**src/sv/srtc_pkg.sv**
```systemverilog
// Shared types and constants of the shared-ride tour cost block.
package srtc_pkg;

  localparam int VERTEX_W = 6;
  localparam int EDGE_W   = 32;
  localparam int COST_W   = 54;
  localparam int LIMIT_W  = 21;
  localparam int CNT_W    = 7;
  localparam int EPOCH_W  = 8;
  localparam int DIV_STEPS = 3;    // quotient bits per divider cycle
  localparam int QDEPTH   = 2;     // front-to-back queue entries

  localparam int DEF_MAX_VERTICES = 64;
  localparam int DEF_FRAC_BITS    = 16;

  localparam logic [CNT_W-1:0]  CNT_MAX  = '1;
  localparam logic [COST_W-1:0] COST_MAX = '1;

  typedef struct packed {
    logic [VERTEX_W-1:0] vertex;
    logic                pickup;
    logic [VERTEX_W-1:0] dest_vertex;
    logic [EDGE_W-1:0]   edge_cost;
    logic                last_position;
  } srtc_in_t;

  typedef struct packed {
    logic [COST_W-1:0] tour_cost;
    logic [COST_W-1:0] best_cost;
    logic              new_best;
    logic              budget_exhausted;
  } srtc_out_t;

endpackage

```
**src/sv/srtc_ram.sv**
```systemverilog
// Generic single-write, single-read RAM with registered read data.
module srtc_ram #(
  parameter int WIDTH = 8,
  parameter int DEPTH = 64
) (
  input  logic                     clk,
  input  logic                     we,
  input  logic [$clog2(DEPTH)-1:0] waddr,
  input  logic [WIDTH-1:0]         wdata,
  input  logic [$clog2(DEPTH)-1:0] raddr,
  output logic [WIDTH-1:0]         rdata
);

  logic [WIDTH-1:0] mem [DEPTH];

  always_ff @(posedge clk) begin
    if (we) begin
      mem[waddr] <= wdata;
    end
    rdata <= mem[raddr];
  end

endmodule

```
**src/sv/srtc_div.sv**
```systemverilog
// Iterative restoring divider, DIV_STEPS quotient bits per cycle.
module srtc_div
  import srtc_pkg::*;
#(
  parameter int DW = 48
) (
  input  logic                 clk,
  input  logic                 rst_n,
  input  logic                 start,
  input  logic [DW-1:0]        dividend,
  input  logic [CNT_W:0]       divisor,
  output logic                 done,
  output logic [((DW+DIV_STEPS-1)/DIV_STEPS)*DIV_STEPS-1:0] quotient
);

  localparam int QW   = ((DW + DIV_STEPS - 1) / DIV_STEPS) * DIV_STEPS;
  localparam int ITER = QW / DIV_STEPS;
  localparam int CW   = $clog2(ITER + 1);
  localparam int DVW  = CNT_W + 1;

  logic [QW-1:0]  quo_r, quo_nxt;
  logic [DVW-1:0] rem_r, rem_nxt;
  logic [DVW-1:0] div_r;
  logic [CW-1:0]  cnt_r;
  logic           busy_r;
  logic           done_r;

  // remainder stays below the divisor, so DVW+1 bits hold each trial
  always_comb begin
    logic [DVW:0] trial;
    rem_nxt = rem_r;
    quo_nxt = quo_r;
    for (int k = 0; k < DIV_STEPS; k++) begin
      trial   = {rem_nxt, quo_nxt[QW-1]};
      quo_nxt = {quo_nxt[QW-2:0], 1'b0};
      if (trial >= {1'b0, div_r}) begin
        trial      = trial - {1'b0, div_r};
        quo_nxt[0] = 1'b1;
      end
      rem_nxt = trial[DVW-1:0];
    end
  end

  always_ff @(posedge clk) begin
    if (!rst_n) begin
      busy_r <= 1'b0;
      done_r <= 1'b0;
    end else begin
      // one-cycle pulse after the last iteration
      done_r <= !start && busy_r && (cnt_r == CW'(1));
      if (start) begin
        busy_r <= 1'b1;
        cnt_r  <= CW'(ITER);
        quo_r  <= QW'(dividend);
        rem_r  <= '0;
        div_r  <= divisor;
      end else if (busy_r) begin
        quo_r <= quo_nxt;
        rem_r <= rem_nxt;
        cnt_r <= cnt_r - CW'(1);
        if (cnt_r == CW'(1)) begin
          busy_r <= 1'b0;
        end
      end
    end
  end

  assign done     = done_r;
  assign quotient = quo_r;

endmodule

```
**src/sv/srtc_front.sv**
```systemverilog
// Front end: accepts tour positions, folds vertex numbers onto the store, queues them.
module srtc_front
  import srtc_pkg::*;
#(
  parameter int MAX_VERTICES = DEF_MAX_VERTICES
) (
  input  logic                            clk,
  input  logic                            rst_n,
  input  logic                            in_valid,
  output logic                            in_ready,
  input  srtc_in_t                        in_data,
  input  logic                            hold,
  output logic                            q_valid,
  input  logic                            q_ready,
  output logic [$clog2(MAX_VERTICES)-1:0] q_vaddr,
  output logic [$clog2(MAX_VERTICES)-1:0] q_daddr,
  output logic                            q_pickup,
  output logic [EDGE_W-1:0]               q_edge,
  output logic                            q_last
);

  localparam int AW     = $clog2(MAX_VERTICES);
  localparam int VCODES = 1 << VERTEX_W;
  localparam int PW     = $clog2(QDEPTH);
  localparam int NW     = $clog2(QDEPTH + 1);

  // vertex code modulo MAX_VERTICES
  logic [AW-1:0] mod_tbl [VCODES];
  for (genvar i = 0; i < VCODES; i++) begin : g_mod
    assign mod_tbl[i] = AW'(i % MAX_VERTICES);
  end

  logic [AW-1:0]     vaddr_q [QDEPTH];
  logic [AW-1:0]     daddr_q [QDEPTH];
  logic              pick_q  [QDEPTH];
  logic [EDGE_W-1:0] edge_q  [QDEPTH];
  logic              last_q  [QDEPTH];

  logic [PW-1:0] wptr_r, rptr_r;
  logic [NW-1:0] fill_r;
  logic          push, pop;

  assign in_ready = (fill_r != NW'(QDEPTH)) && !hold;
  assign push     = in_valid && in_ready;
  assign q_valid  = (fill_r != '0);
  assign pop      = q_valid && q_ready;

  always_ff @(posedge clk) begin
    if (push) begin
      vaddr_q[wptr_r] <= mod_tbl[in_data.vertex];
      daddr_q[wptr_r] <= mod_tbl[in_data.dest_vertex];
      pick_q[wptr_r]  <= in_data.pickup;
      edge_q[wptr_r]  <= in_data.edge_cost;
      last_q[wptr_r]  <= in_data.last_position;
    end
  end

  always_ff @(posedge clk) begin
    if (!rst_n) begin
      wptr_r <= '0;
      rptr_r <= '0;
      fill_r <= '0;
    end else begin
      if (push) begin
        wptr_r <= (wptr_r == PW'(QDEPTH - 1)) ? '0 : wptr_r + PW'(1);
      end
      if (pop) begin
        rptr_r <= (rptr_r == PW'(QDEPTH - 1)) ? '0 : rptr_r + PW'(1);
      end
      if (push && !pop) begin
        fill_r <= fill_r + NW'(1);
      end else if (pop && !push) begin
        fill_r <= fill_r - NW'(1);
      end
    end
  end

  assign q_vaddr  = vaddr_q[rptr_r];
  assign q_daddr  = daddr_q[rptr_r];
  assign q_pickup = pick_q[rptr_r];
  assign q_edge   = edge_q[rptr_r];
  assign q_last   = last_q[rptr_r];

endmodule

```
**src/sv/srtc_back.sv**
```systemverilog
// Back end: drop-off store, occupancy, divider, cost sum, budget and result register.
module srtc_back
  import srtc_pkg::*;
#(
  parameter int MAX_VERTICES = DEF_MAX_VERTICES,
  parameter int FRAC_BITS    = DEF_FRAC_BITS
) (
  input  logic                            clk,
  input  logic                            rst_n,
  input  logic                            q_valid,
  output logic                            q_ready,
  input  logic [$clog2(MAX_VERTICES)-1:0] q_vaddr,
  input  logic [$clog2(MAX_VERTICES)-1:0] q_daddr,
  input  logic                            q_pickup,
  input  logic [EDGE_W-1:0]               q_edge,
  input  logic                            q_last,
  output logic                            sweeping,
  input  logic                            cfg_we,
  input  logic [LIMIT_W-1:0]              cfg_wdata,
  output logic                            out_valid,
  input  logic                            out_ready,
  output srtc_out_t                       out_data
);

  localparam int AW = $clog2(MAX_VERTICES);
  localparam int DW = EDGE_W + FRAC_BITS;
  localparam int QW = ((DW + DIV_STEPS - 1) / DIV_STEPS) * DIV_STEPS;
  localparam int SW = ((COST_W > QW) ? COST_W : QW) + 1;
  localparam int MW = EPOCH_W + CNT_W;

  localparam logic [2:0] S_SWEEP = 3'd0;
  localparam logic [2:0] S_IDLE  = 3'd1;
  localparam logic [2:0] S_RDD   = 3'd2;
  localparam logic [2:0] S_UPD   = 3'd3;
  localparam logic [2:0] S_DIV   = 3'd4;
  localparam logic [2:0] S_DONE  = 3'd5;

  logic [2:0]         state_r, state_nxt;
  logic [AW-1:0]      sweep_r;
  logic [EPOCH_W-1:0] epoch_r;

  logic [AW-1:0]      daddr_r;
  logic               pick_r;
  logic [EDGE_W-1:0]  edge_r;
  logic               last_r;

  logic [CNT_W-1:0]   occ_r;
  logic [COST_W-1:0]  run_r;
  logic [COST_W-1:0]  best_r;
  logic               best_valid_r;
  logic [LIMIT_W-1:0] limit_r;
  logic [LIMIT_W-1:0] calls_r;

  logic               out_valid_r;
  srtc_out_t          out_r;

  // store port
  logic               mem_we;
  logic [AW-1:0]      mem_waddr, mem_raddr;
  logic [MW-1:0]      mem_wdata, mem_rdata;
  logic [CNT_W-1:0]   cnt_rd;

  // divider
  logic               div_start, div_done;
  logic [CNT_W:0]     divisor;
  logic [QW-1:0]      quo;

  logic [CNT_W-1:0]   occ_sub, occ_upd;
  logic [CNT_W-1:0]   cnt_inc;
  logic [SW-1:0]      sum;
  logic [COST_W-1:0]  run_add;

  logic               slot_free;
  logic               tour_end;
  logic [LIMIT_W-1:0] calls_dec;
  logic               refused, better, take_best;

  srtc_ram #(.WIDTH(MW), .DEPTH(MAX_VERTICES)) u_store (
    .clk   (clk),
    .we    (mem_we),
    .waddr (mem_waddr),
    .wdata (mem_wdata),
    .raddr (mem_raddr),
    .rdata (mem_rdata)
  );

  srtc_div #(.DW(DW)) u_div (
    .clk      (clk),
    .rst_n    (rst_n),
    .start    (div_start),
    .dividend ({edge_r, {FRAC_BITS{1'b0}}}),
    .divisor  (divisor),
    .done     (div_done),
    .quotient (quo)
  );

  // entries tagged with an older epoch count as zero
  assign cnt_rd  = (mem_rdata[MW-1:CNT_W] == epoch_r) ? mem_rdata[CNT_W-1:0] : '0;
  assign occ_sub = (cnt_rd >= occ_r) ? '0 : occ_r - cnt_rd;
  assign occ_upd = (pick_r && occ_r != CNT_MAX) ? occ_r + CNT_W'(1) : occ_r;
  assign cnt_inc = (cnt_rd != CNT_MAX) ? cnt_rd + CNT_W'(1) : cnt_rd;
  assign divisor = {1'b0, occ_upd} + (CNT_W + 1)'(1);

  assign sum     = SW'(run_r) + SW'(quo);
  assign run_add = (sum > SW'(COST_MAX)) ? COST_MAX : sum[COST_W-1:0];

  assign q_ready   = (state_r == S_IDLE);
  assign sweeping  = (state_r == S_SWEEP);
  assign div_start = (state_r == S_UPD);
  assign mem_raddr = (state_r == S_IDLE) ? q_vaddr : daddr_r;

  always_comb begin
    mem_we    = 1'b0;
    mem_waddr = daddr_r;
    mem_wdata = {epoch_r, cnt_inc};
    if (state_r == S_SWEEP) begin
      mem_we    = 1'b1;
      mem_waddr = sweep_r;
      mem_wdata = '0;
    end else if (state_r == S_UPD) begin
      mem_we = pick_r;
    end
  end

  assign slot_free = !out_valid_r || out_ready;
  assign tour_end  = (state_r == S_DONE) && slot_free;
  assign calls_dec = (calls_r != '0) ? calls_r - LIMIT_W'(1) : '0;
  assign refused   = (limit_r != '0) && (calls_dec == '0);
  assign better    = !best_valid_r || (best_r > run_r);
  assign take_best = !refused && better;

  always_comb begin
    state_nxt = state_r;
    unique case (state_r)
      S_SWEEP: begin
        if (sweep_r == AW'(MAX_VERTICES - 1)) state_nxt = S_IDLE;
      end
      S_IDLE: begin
        if (q_valid) state_nxt = S_RDD;
      end
      S_RDD: state_nxt = S_UPD;
      S_UPD: state_nxt = S_DIV;
      S_DIV: begin
        if (div_done) state_nxt = last_r ? S_DONE : S_IDLE;
      end
      S_DONE: begin
        if (slot_free) state_nxt = (epoch_r == '1) ? S_SWEEP : S_IDLE;
      end
      default: state_nxt = S_SWEEP;
    endcase
  end

  always_ff @(posedge clk) begin
    if (!rst_n) begin
      state_r      <= S_SWEEP;
      sweep_r      <= '0;
      epoch_r      <= EPOCH_W'(1);
      occ_r        <= '0;
      run_r        <= '0;
      best_valid_r <= 1'b0;
      best_r       <= '0;
      limit_r      <= '0;
      calls_r      <= '0;
      out_valid_r  <= 1'b0;
    end else begin
      state_r <= state_nxt;
      if (tour_end) begin
        out_valid_r <= 1'b1;
      end else if (out_ready) begin
        out_valid_r <= 1'b0;
      end

      unique case (state_r)
        S_SWEEP: begin
          sweep_r <= (sweep_r == AW'(MAX_VERTICES - 1)) ? '0 : sweep_r + AW'(1);
          if (sweep_r == AW'(MAX_VERTICES - 1)) begin
            epoch_r <= EPOCH_W'(1);
          end
        end
        S_IDLE: begin
          if (q_valid) begin
            daddr_r <= q_daddr;
            pick_r  <= q_pickup;
            edge_r  <= q_edge;
            last_r  <= q_last;
          end
        end
        S_RDD: occ_r <= occ_sub;
        S_UPD: occ_r <= occ_upd;
        S_DIV: begin
          if (div_done) run_r <= run_add;
        end
        S_DONE: begin
          if (slot_free) begin
            out_r.tour_cost        <= refused ? '0 : run_r;
            out_r.best_cost        <= take_best ? run_r :
                                      (best_valid_r ? best_r : '0);
            out_r.new_best         <= take_best;
            out_r.budget_exhausted <= refused;
            occ_r <= '0;
            run_r <= '0;
            if (epoch_r != '1) epoch_r <= epoch_r + EPOCH_W'(1);
          end
        end
        default: ;
      endcase

      // budget load wins over a tour end in the same cycle
      if (cfg_we) begin
        limit_r      <= cfg_wdata;
        calls_r      <= cfg_wdata;
        best_valid_r <= 1'b0;
        best_r       <= '0;
      end else if (tour_end) begin
        if (limit_r != '0) calls_r <= calls_dec;
        if (take_best) begin
          best_r       <= run_r;
          best_valid_r <= 1'b1;
        end
      end
    end
  end

  assign out_valid = out_valid_r;
  assign out_data  = out_r;

endmodule

```
**src/sv/shared_ride_tour_cost.sv**
```systemverilog
// Top level of the shared-ride tour cost block.
//
// Usage: feed one tour position per transaction on in_valid/in_ready/in_data.
// Each position updates the vehicle occupancy from a per-vertex drop-off
// store and adds edge_cost / (1 + occupancy) in fixed point (FRAC_BITS
// fraction bits, truncated, saturating at 54 bits) to the running cost.
// A position marked last_position yields one result transaction on
// out_valid/out_ready/out_data: tour total, best total, new-best flag and
// budget-exhausted flag; other positions yield none.
// cfg_we/cfg_wdata load the evaluation budget (0 = unlimited) and clear the
// best total; write only while the block is idle.
// The back end takes a new position only once the last one has passed the
// two store reads and the three-bit-per-cycle divider. The front queue
// takes in up to two positions ahead of the back end; a finished result
// waits in the output register.
// Reset: a clearing pass through all MAX_VERTICES entries of the drop-off
// store runs with in_ready low; the pass repeats after every 255 tours.
// A stalled receiver holds the result; the back end then waits at the next
// tour end, and the queue fills and drops in_ready.
module shared_ride_tour_cost
  import srtc_pkg::*;
#(
  parameter int MAX_VERTICES = DEF_MAX_VERTICES,
  parameter int FRAC_BITS    = DEF_FRAC_BITS
) (
  input  logic               clk,
  input  logic               rst_n,
  input  logic               in_valid,
  output logic               in_ready,
  input  srtc_in_t           in_data,
  output logic               out_valid,
  input  logic               out_ready,
  output srtc_out_t          out_data,
  input  logic               cfg_we,
  input  logic [LIMIT_W-1:0] cfg_wdata
);

  localparam int AW = $clog2(MAX_VERTICES);

  // queue head toward the back end
  logic              q_valid, q_ready;
  logic [AW-1:0]     q_vaddr, q_daddr;
  logic              q_pickup, q_last;
  logic [EDGE_W-1:0] q_edge;
  logic              sweeping;

  srtc_front #(.MAX_VERTICES(MAX_VERTICES)) u_front (
    .clk      (clk),
    .rst_n    (rst_n),
    .in_valid (in_valid),
    .in_ready (in_ready),
    .in_data  (in_data),
    .hold     (sweeping),
    .q_valid  (q_valid),
    .q_ready  (q_ready),
    .q_vaddr  (q_vaddr),
    .q_daddr  (q_daddr),
    .q_pickup (q_pickup),
    .q_edge   (q_edge),
    .q_last   (q_last)
  );

  srtc_back #(.MAX_VERTICES(MAX_VERTICES), .FRAC_BITS(FRAC_BITS)) u_back (
    .clk       (clk),
    .rst_n     (rst_n),
    .q_valid   (q_valid),
    .q_ready   (q_ready),
    .q_vaddr   (q_vaddr),
    .q_daddr   (q_daddr),
    .q_pickup  (q_pickup),
    .q_edge    (q_edge),
    .q_last    (q_last),
    .sweeping  (sweeping),
    .cfg_we    (cfg_we),
    .cfg_wdata (cfg_wdata),
    .out_valid (out_valid),
    .out_ready (out_ready),
    .out_data  (out_data)
  );

endmodule
```
**config.mk**
```make
export PLATFORM = sky130hd
export DESIGN_NAME = shared_ride_tour_cost
export DESIGN_NICKNAME = d
export VERILOG_FILES = /design/src/sv/srtc_pkg.sv /design/src/sv/srtc_ram.sv /design/src/sv/srtc_div.sv /design/src/sv/srtc_front.sv /design/src/sv/srtc_back.sv /design/src/sv/shared_ride_tour_cost.sv
export SDC_FILE = /design/constraint.sdc
export NUM_CORES = 2
export LEC_CHECK = 0
export BUFFER_PORTS_ARGS = -buffer_cell sky130_fd_sc_hd__buf_4
export CORE_UTILIZATION = 56
export DETAILED_ROUTE_END_ITERATION = 8
export HOLD_SLACK_MARGIN = 0.15
export PLACE_DENSITY = 0.85
export SLEW_MARGIN = 20
export SYNTH_ARGS = -nofsm -noshare
export SYNTH_HDL_FRONTEND = slang
export SYNTH_SLANG_ARGS = --single-unit
```
**constraint.sdc**
```tcl
create_clock -name clk -period 6.2 [get_ports clk]
set_input_delay 0.62 -clock clk [delete_from_list [all_inputs] [get_ports clk]]
set_output_delay 0.62 -clock clk [all_outputs]
set_load 0.005 [all_outputs]
```
* Word-level counts from Yosys, hierarchy flattened
Memories as Yosys holds them, arrays and structs flattened. A register that Yosys moved wholly into a read port is not among the register bits. Index checks and enable logic that the tools add are counted.
Word-level totals: register bits 361, RAM bits 1052, memory bits (read-only) 768, input bits 72, output and inout port bits 112, logic and storage cells 183, memories 8
Memory list:
- u_back.u_store.mem | words 64, width 15, rd ports 1, clocked after Yosys merged registers in 1, wr ports 1, line srtc_ram.sv:14 | logic [WIDTH-1:0] mem [DEPTH];
- (name not given) | words 64, width 6, rd ports 1, clocked after Yosys merged registers in 0, wr ports 0, line srtc_front.sv:50 | vaddr_q[wptr_r] <= mod_tbl[in_data.vertex];
- (name not given) | words 64, width 6, rd ports 1, clocked after Yosys merged registers in 0, wr ports 0, line srtc_front.sv:51 | daddr_q[wptr_r] <= mod_tbl[in_data.dest_vertex];
- u_front.edge_q | words 2, width 32, rd ports 1, clocked after Yosys merged registers in 1, wr ports 1, line srtc_front.sv:36 | logic [EDGE_W-1:0] edge_q [QDEPTH];
- u_front.daddr_q | words 2, width 6, rd ports 1, clocked after Yosys merged registers in 1, wr ports 1, line srtc_front.sv:34 | logic [AW-1:0] daddr_q [QDEPTH];
- u_front.vaddr_q | words 2, width 6, rd ports 1, clocked after Yosys merged registers in 1, wr ports 1, line srtc_front.sv:33 | logic [AW-1:0] vaddr_q [QDEPTH];
- 2 more memories
Operators by class: add/subtract/negate cells 16, order comparisons 8, eq/ne operators 18, multiplexer cells 62, bitwise logic cells 3, reduce and logical (&&, ||, !) cells 44
Operators by type and width (count):
- $mux W54 | 5
- $pmux W54 S2 | 1
- $mux W48 | 2
- $mux W21 | 4
- $mux W8 | 7
- $add A54 B48 Y55 | 1
- $gt A55 B54 Y1 const B | 1
- $gt A54 B54 Y1 | 1
- $mux W6 | 7
- $reduce_bool A21 Y1 | 2
- $mux W7 | 5
- $ge A9 B8 Y1 | 3
- $sub A8 B8 Y8 | 3
- $logic_not A21 Y1 | 1
- $pmux W7 S3 | 1
- $sub A21 B1 Y21 const B | 1
- $mux W1 | 19
- $pmux W3 S6 | 1
- $pmux W8 S2 | 1
- $reduce_bool A2 Y1 | 8
- $mux W15 | 1
- $mux W3 | 5
- $add A7 B1 Y7 const B | 2
- $ge A7 B7 Y1 const B | 2
- 33 further kinds | 67

* Depth between registers and ports, before layout
depth in word-level cells 8, mapped depth 29, depth with buffers taken out 27

* Modules after synthesis
Synthesis repeated with hierarchy kept, for this count alone.
Unflattened totals: cells, all modules 4167, area total of the unflattened synthesis 63438.3 um^2
By module, submodules not included:
- srtc_ram | instances 1, cells an instance 1638, area an instance 37189.4 um^2, sequential area each 29127.9 um^2
- srtc_back | instances 1, cells an instance 2029, area an instance 18476.5 um^2, sequential area each 8027.7 um^2
- srtc_div | instances 1, cells an instance 332, area an instance 4214.0 um^2, sequential area each 2112.0 um^2
- srtc_front | instances 1, cells an instance 168, area an instance 3558.4 um^2, sequential area each 2862.7 um^2

* Worst setup path after synthesis
Ideal clock, no wire load.
path type register to register, start register u_back.u_div.div_r[1], end register u_back.u_div.rem_r[1] (data pin), library setup time 269 ps, arrival time 6098 ps, data required time 5931 ps, path slack -167 ps, cell stages (with the launch flop) 27, buffers on the path 2, period minus slack after synthesis 6367 ps, path through edfxtp_1 > inv_1 > ha_1 > nor2b_1 > o21a_1 > o211ai_1 > nand3_1 > a31oi_2 > mux2_2 > ha_1 > or3_1 > o21ai_0 > a21oi_1 > o21ai_0 > and4_1 > buf_2 > mux2i_1 > ha_1 > nor2b_1 > o21ai_0 > a21boi_0 > o21ai_0 > a21oi_1 > o31a_1 > a2111oi_4 > clkbuf_1 > o21ai_0
Between the ends: longest elaborated chain between the ends 7, elaborated cells between the ends (all ways) 10, those cells by class add/sub (3); order compare (3); mux (4)
RTL lines:
- start, declared | line srtc_div.sv:23 | logic [DVW-1:0] div_r;
- start signal, assigned | line srtc_div.sv:56 | div_r <= divisor;
- $sub A8 B8 Y8 or $ge A9 B8 Y1 (tied branches) | line srtc_div.sv:37, srtc_div.sv:36
- $mux W8 | line srtc_div.sv:36 | if (trial >= {1'b0, div_r}) begin
- $ge A9 B8 Y1 or $sub A8 B8 Y8 (tied branches) | line srtc_div.sv:36, srtc_div.sv:37
- $mux W8 | line srtc_div.sv:36
- $sub A8 B8 Y8 or $ge A9 B8 Y1 (tied branches) | line srtc_div.sv:37, srtc_div.sv:36
- $mux W8 (*) | line srtc_div.sv:36
- $mux W8 (*) | line srtc_div.sv:57 | end else if (busy_r) begin
- end signal, assigned | line srtc_div.sv:59 | rem_r <= rem_nxt;
- end, declared | line srtc_div.sv:22 | logic [DVW-1:0] rem_r, rem_nxt;
Every way passes the cells marked *; elsewhere a longest branch is shown, timed or not. The select of a mux whose other input is x is not followed. A chain may end at the register's enable or synchronous reset.

* Worst setup path after layout
start register u_back.u_div.div_r[1], end register u_back.u_div.rem_r[3] (data pin)
Between the ends: longest elaborated chain between the ends 7, elaborated cells between the ends (all ways) 10, those cells by class add/sub (3); order compare (3); mux (4)
RTL lines (line):
- $sub A8 B8 Y8 or $ge A9 B8 Y1 (tied branches) | srtc_div.sv:37, srtc_div.sv:36
- $mux W8 | srtc_div.sv:36
- $sub A8 B8 Y8 or $ge A9 B8 Y1 (tied branches) | srtc_div.sv:37, srtc_div.sv:36
- $mux W8 | srtc_div.sv:36
- $sub A8 B8 Y8 or $ge A9 B8 Y1 (tied branches) | srtc_div.sv:37, srtc_div.sv:36
- $mux W8 (*) | srtc_div.sv:36
- $mux W8 (*) | srtc_div.sv:57
Marked as above.

==> out/results.ini <==
[outcome]
outcome = finished, final reports clean

[logic_synthesis]
synth_largest_area_cell = edfxtp_1
synthAdderAreaFrac = 0.02967
synthXorXnorAreaFrac = 0.01426
syn_avg_cell_area_um2 = 14.96
synth_top_family_by_area = multiplexers
synthArstFlopShare = 0
synthFlopType = edfxtp_1
synth-edff-count = 1271
synth.net_count = 4448
netlist_area_um2 = 63250
synth_top_area_frac = 0.6034
synthMuxAreaShare = 0.1177
ys_seq_area_frac = 0.6661
synth-simple-area-share = 0.08000
synth_seq_cells = 1469
yosysUniqueCellTypes = 91
syn_inst = 4229
yosys_warnings = 0
yosys-top-cells-area = edfxtp_1 60%, mux4_2 8.5%, dfxtp_1 6.3%, ha_1 2.8%, mux2i_1 2.3%
synth_compound_area_frac = 0.06894

[route]
wl_per_cell_um = 26.19
drc = 0
drt_wl_total_mm = 160.6
drt_iter0_drc = 4979
ant_nets = 0
vias = 39660
drtPass1Iterations = 6
viasPerCell = 6.467

[place]
gp_congestion = 0.9559
dp_hpwl_mm = 95.10
port_buffers = 183
placed_area_um2 = 66680
placedCellCount = 5796
place_ws_ns = -0.2043

[power_and_ir_drop]
power_frac_clock = 0.361
p_total_mw = 24.61
pwr-share-seq = 0.474
p_per_area_nw_per_um2 = 340.7
p_leak_nw = 23.82
p_int_mw = 17.78
comb_power_share = 0.165
switching_share = 0.2777
netSwitchingPower_mw = 6.836
peakVddDrop_mv = 0.3279

[final_layout]
final_common_cell = edfxtp_1
layout_common_cells = 1271 x edfxtp_1, 324 x nand2_1, 292 x buf_4
area_growth_syn_to_layout_pct = 14.24
drive_above_1_share = 0.1974
fin_nets = 4738
fin_cells = 6132
final_cell_area_um2 = 72250
final_util = 0.6493
fill_cells = 7088

[setup_path]
crit_start = u_back.u_div.div_r[1]
r2r-start = u_back.u_div.div_r[1]
crit_slowest_cell = edfxtp_1
cpPeakStageDelay_ns = 0.38
cp-start-kind = flip-flop
end_kind = flip-flop
cp.required_ns = 6.66
crit_fanout = 7
path_class = reg -> reg
arrival_ns = 6.34
crit_top_cell = ha_1

[global_route]
grt_usage = 0.2800
grt_pass1_vias = 39240
overflow = 0
grt_max_degree = 127
grt_pass1_wl_mm = 239.1
antenna_found_initial = 5

[sta]
final.min_clock_period_ns = 5.881
finalHoldViolations = 0
worst_slew_pin_slew_ns = 1.145
final-setup-viol-count = 0
final_max_slew_viol_count = 0
timing.fmax_ghz = 0.1700
fin_skew_ns = 0.06308
tns_ns = 0
slew_headroom = 0.2369
hold-worst-slack_ns = 0.1984
fin_crit_sh = 0.9486
setup_ws_ns = 0.3188

[clock_tree]
cts_buffer_depth = 3
cts.sinks = 1469
cts_htree_levels = 4
cts_root_buffer = clkbuf_16
clk_latency_ns = 0.77
clk_pin_slew_ns = 0.06
numCtsBuffers = 145
cts_tree = yes

[floorplanning]
die_x_um = 338.1
dieArea_um2 = 114300
ios = 184
coreArea_um2 = 111300
num_rows = 122
die_h_um = 338.1
initial_core_util = 0.5684

[worst_hold_path]
hp-class = in -> reg
min_from = cfg_wdata[19]

[run]
maxCapViolations = 0

-- final timing paths --
| kind | to | slack [ns] | cells after the start |
|---|---|---|---|
| worst max register to register | u_back.u_div.rem_r[3] | 0.32 | 25 |
| worst max-delay path | u_back.u_div.rem_r[3] | 0.32 | 25 |
| worst min-delay path | u_back.limit_r[19] | 0.20 | 3 |
| worst min register to register | u_back.u_div.quotient[22] | 0.49 | 2 |
-- layout make-up --
type                            instances  area [um^2]  area share
Multi-Input combinational cell       2425        19970      0.2764
Inverter                              116        435.4    0.006026
Clock inverter                         75        905.9     0.01254
Tap cell                             1488         1862     0.02577
Sequential cell                      1469        42130      0.5831
Timing Repair Buffer                  362         3007     0.04161
Antenna cell                            4        10.01   0.0001385
Clock buffer                          193         3930     0.05439
-- routing by layer --
layer | share of wire | track usage | vias up | routed length [um]
li1 | - | - | 16860 | -
met1 | 0.37 | 0.3658 | 19640 | 59340
met2 | 0.48 | 0.4512 | 2655 | 77010
met3 | 0.11 | 0.06596 | 503 | 17400
met4 | 0.042 | 0.1193 | 2 | 6806
met5 | 0.000081 | 0 | - | 13
-- cells by family (layout without fill, tap and decap cells) --
group / Yosys count / in the layout
buf+inv: 335 / 746
fa+ha+maj: 147 / 147
other cells: 0 / 4
compound gates: 676 / 676
xor+xnor: 103 / 103
simple gates: 1062 / 1062
mux: 437 / 437
flops: 1469 / 1469
-- what timing repair did --
| action | 4_1_cts | 5_1_grt |
|---|---|---|
| hold endpoints to repair | 107 | 0 |
| gates resized for setup | 5 | 17 |
| hold buffers | 57 | 0 |
| endpoints found under the setup margin | 9 | 9 |
| cloned | 0 | 1 |
| pin swaps | 1 | 9 |
| buffers inserted | 1 | 3 |
-- synth_stat cells, types with 9 or more instances --
| cell type | number |
|---|---|
| buf_4 | 9 |
| o21ai_0 | 174 |
| nand2_1 | 325 |
| nor2_1 | 304 |
| a21o_1 | 32 |
| ha_1 | 142 |
| a22oi_1 | 9 |
| nor3_1 | 36 |
| or3_1 | 15 |
| nand2b_1 | 21 |
| edfxtp_1 | 1271 |
| o31ai_1 | 15 |
| inv_1 | 116 |
| mux2i_1 | 143 |
| nor4_1 | 15 |
| a21boi_0 | 27 |
| nor2b_1 | 98 |
| and2_1 | 38 |
| xnor2_1 | 68 |
| dfxtp_1 | 198 |
| o21ai_1 | 9 |
| buf_2 | 42 |
| o211ai_1 | 13 |
| a21oi_1 | 162 |
| a221oi_1 | 9 |
| a211oi_1 | 119 |
| mux2_2 | 54 |
| xor2_1 | 35 |
| o21bai_1 | 9 |
| clkbuf_1 | 140 |
| nand4_1 | 50 |
| o21a_1 | 21 |
| buf_1 | 17 |
| nand3_1 | 105 |
| and3_1 | 10 |
| mux4_2 | 240 |
-- power by group through the flow --
stage | registers, mW | clock network [mW] | logic, mW
global placement | 11.8 | 0 | 3.68
floorplan | 11.8 | 0 | 2.49
finish | 11.7 | 8.89 | 4.05
global route | 11.7 | 9.28 | 4.19
detailed placement | 11.9 | 0 | 3.79
CTS | 11.7 | 8.93 | 3.93
-- registers in the layout, summed over array words and instances, names as in the netlist, 5 cells and up, named ones only --
register,count
u_back.epoch_r,8
u_back.edge_r,32
u_front.edge_q,64
u_back.occ_r,7
u_back.daddr_r,6
u_back.run_r,54
u_front.vaddr_q,12
u_back.best_r,54
u_back.u_div.div_r,8
u_back.u_div.cnt_r,5
u_back.calls_r,21
u_front.daddr_q,12
u_back.u_store.rdata,15
u_back.u_store.mem,960
u_back.u_div.quotient,48
u_back.sweep_r,6
u_back.limit_r,21
u_back.out_data,110
u_back.u_div.rem_r,8
-- critical path, delay by kind of cell (launching register included) --
kind                     cells  cell delay (ns)
AND/OR/NAND/NOR              4             0.87
buffers and inverters        4             0.60
AO/OA/AOI/OAI               12             2.23
adder cells (fa/ha/maj)      3             0.82
multiplexers                 2             0.69
flip-flops                   1             0.38
(Power assumes the default switching activity.)
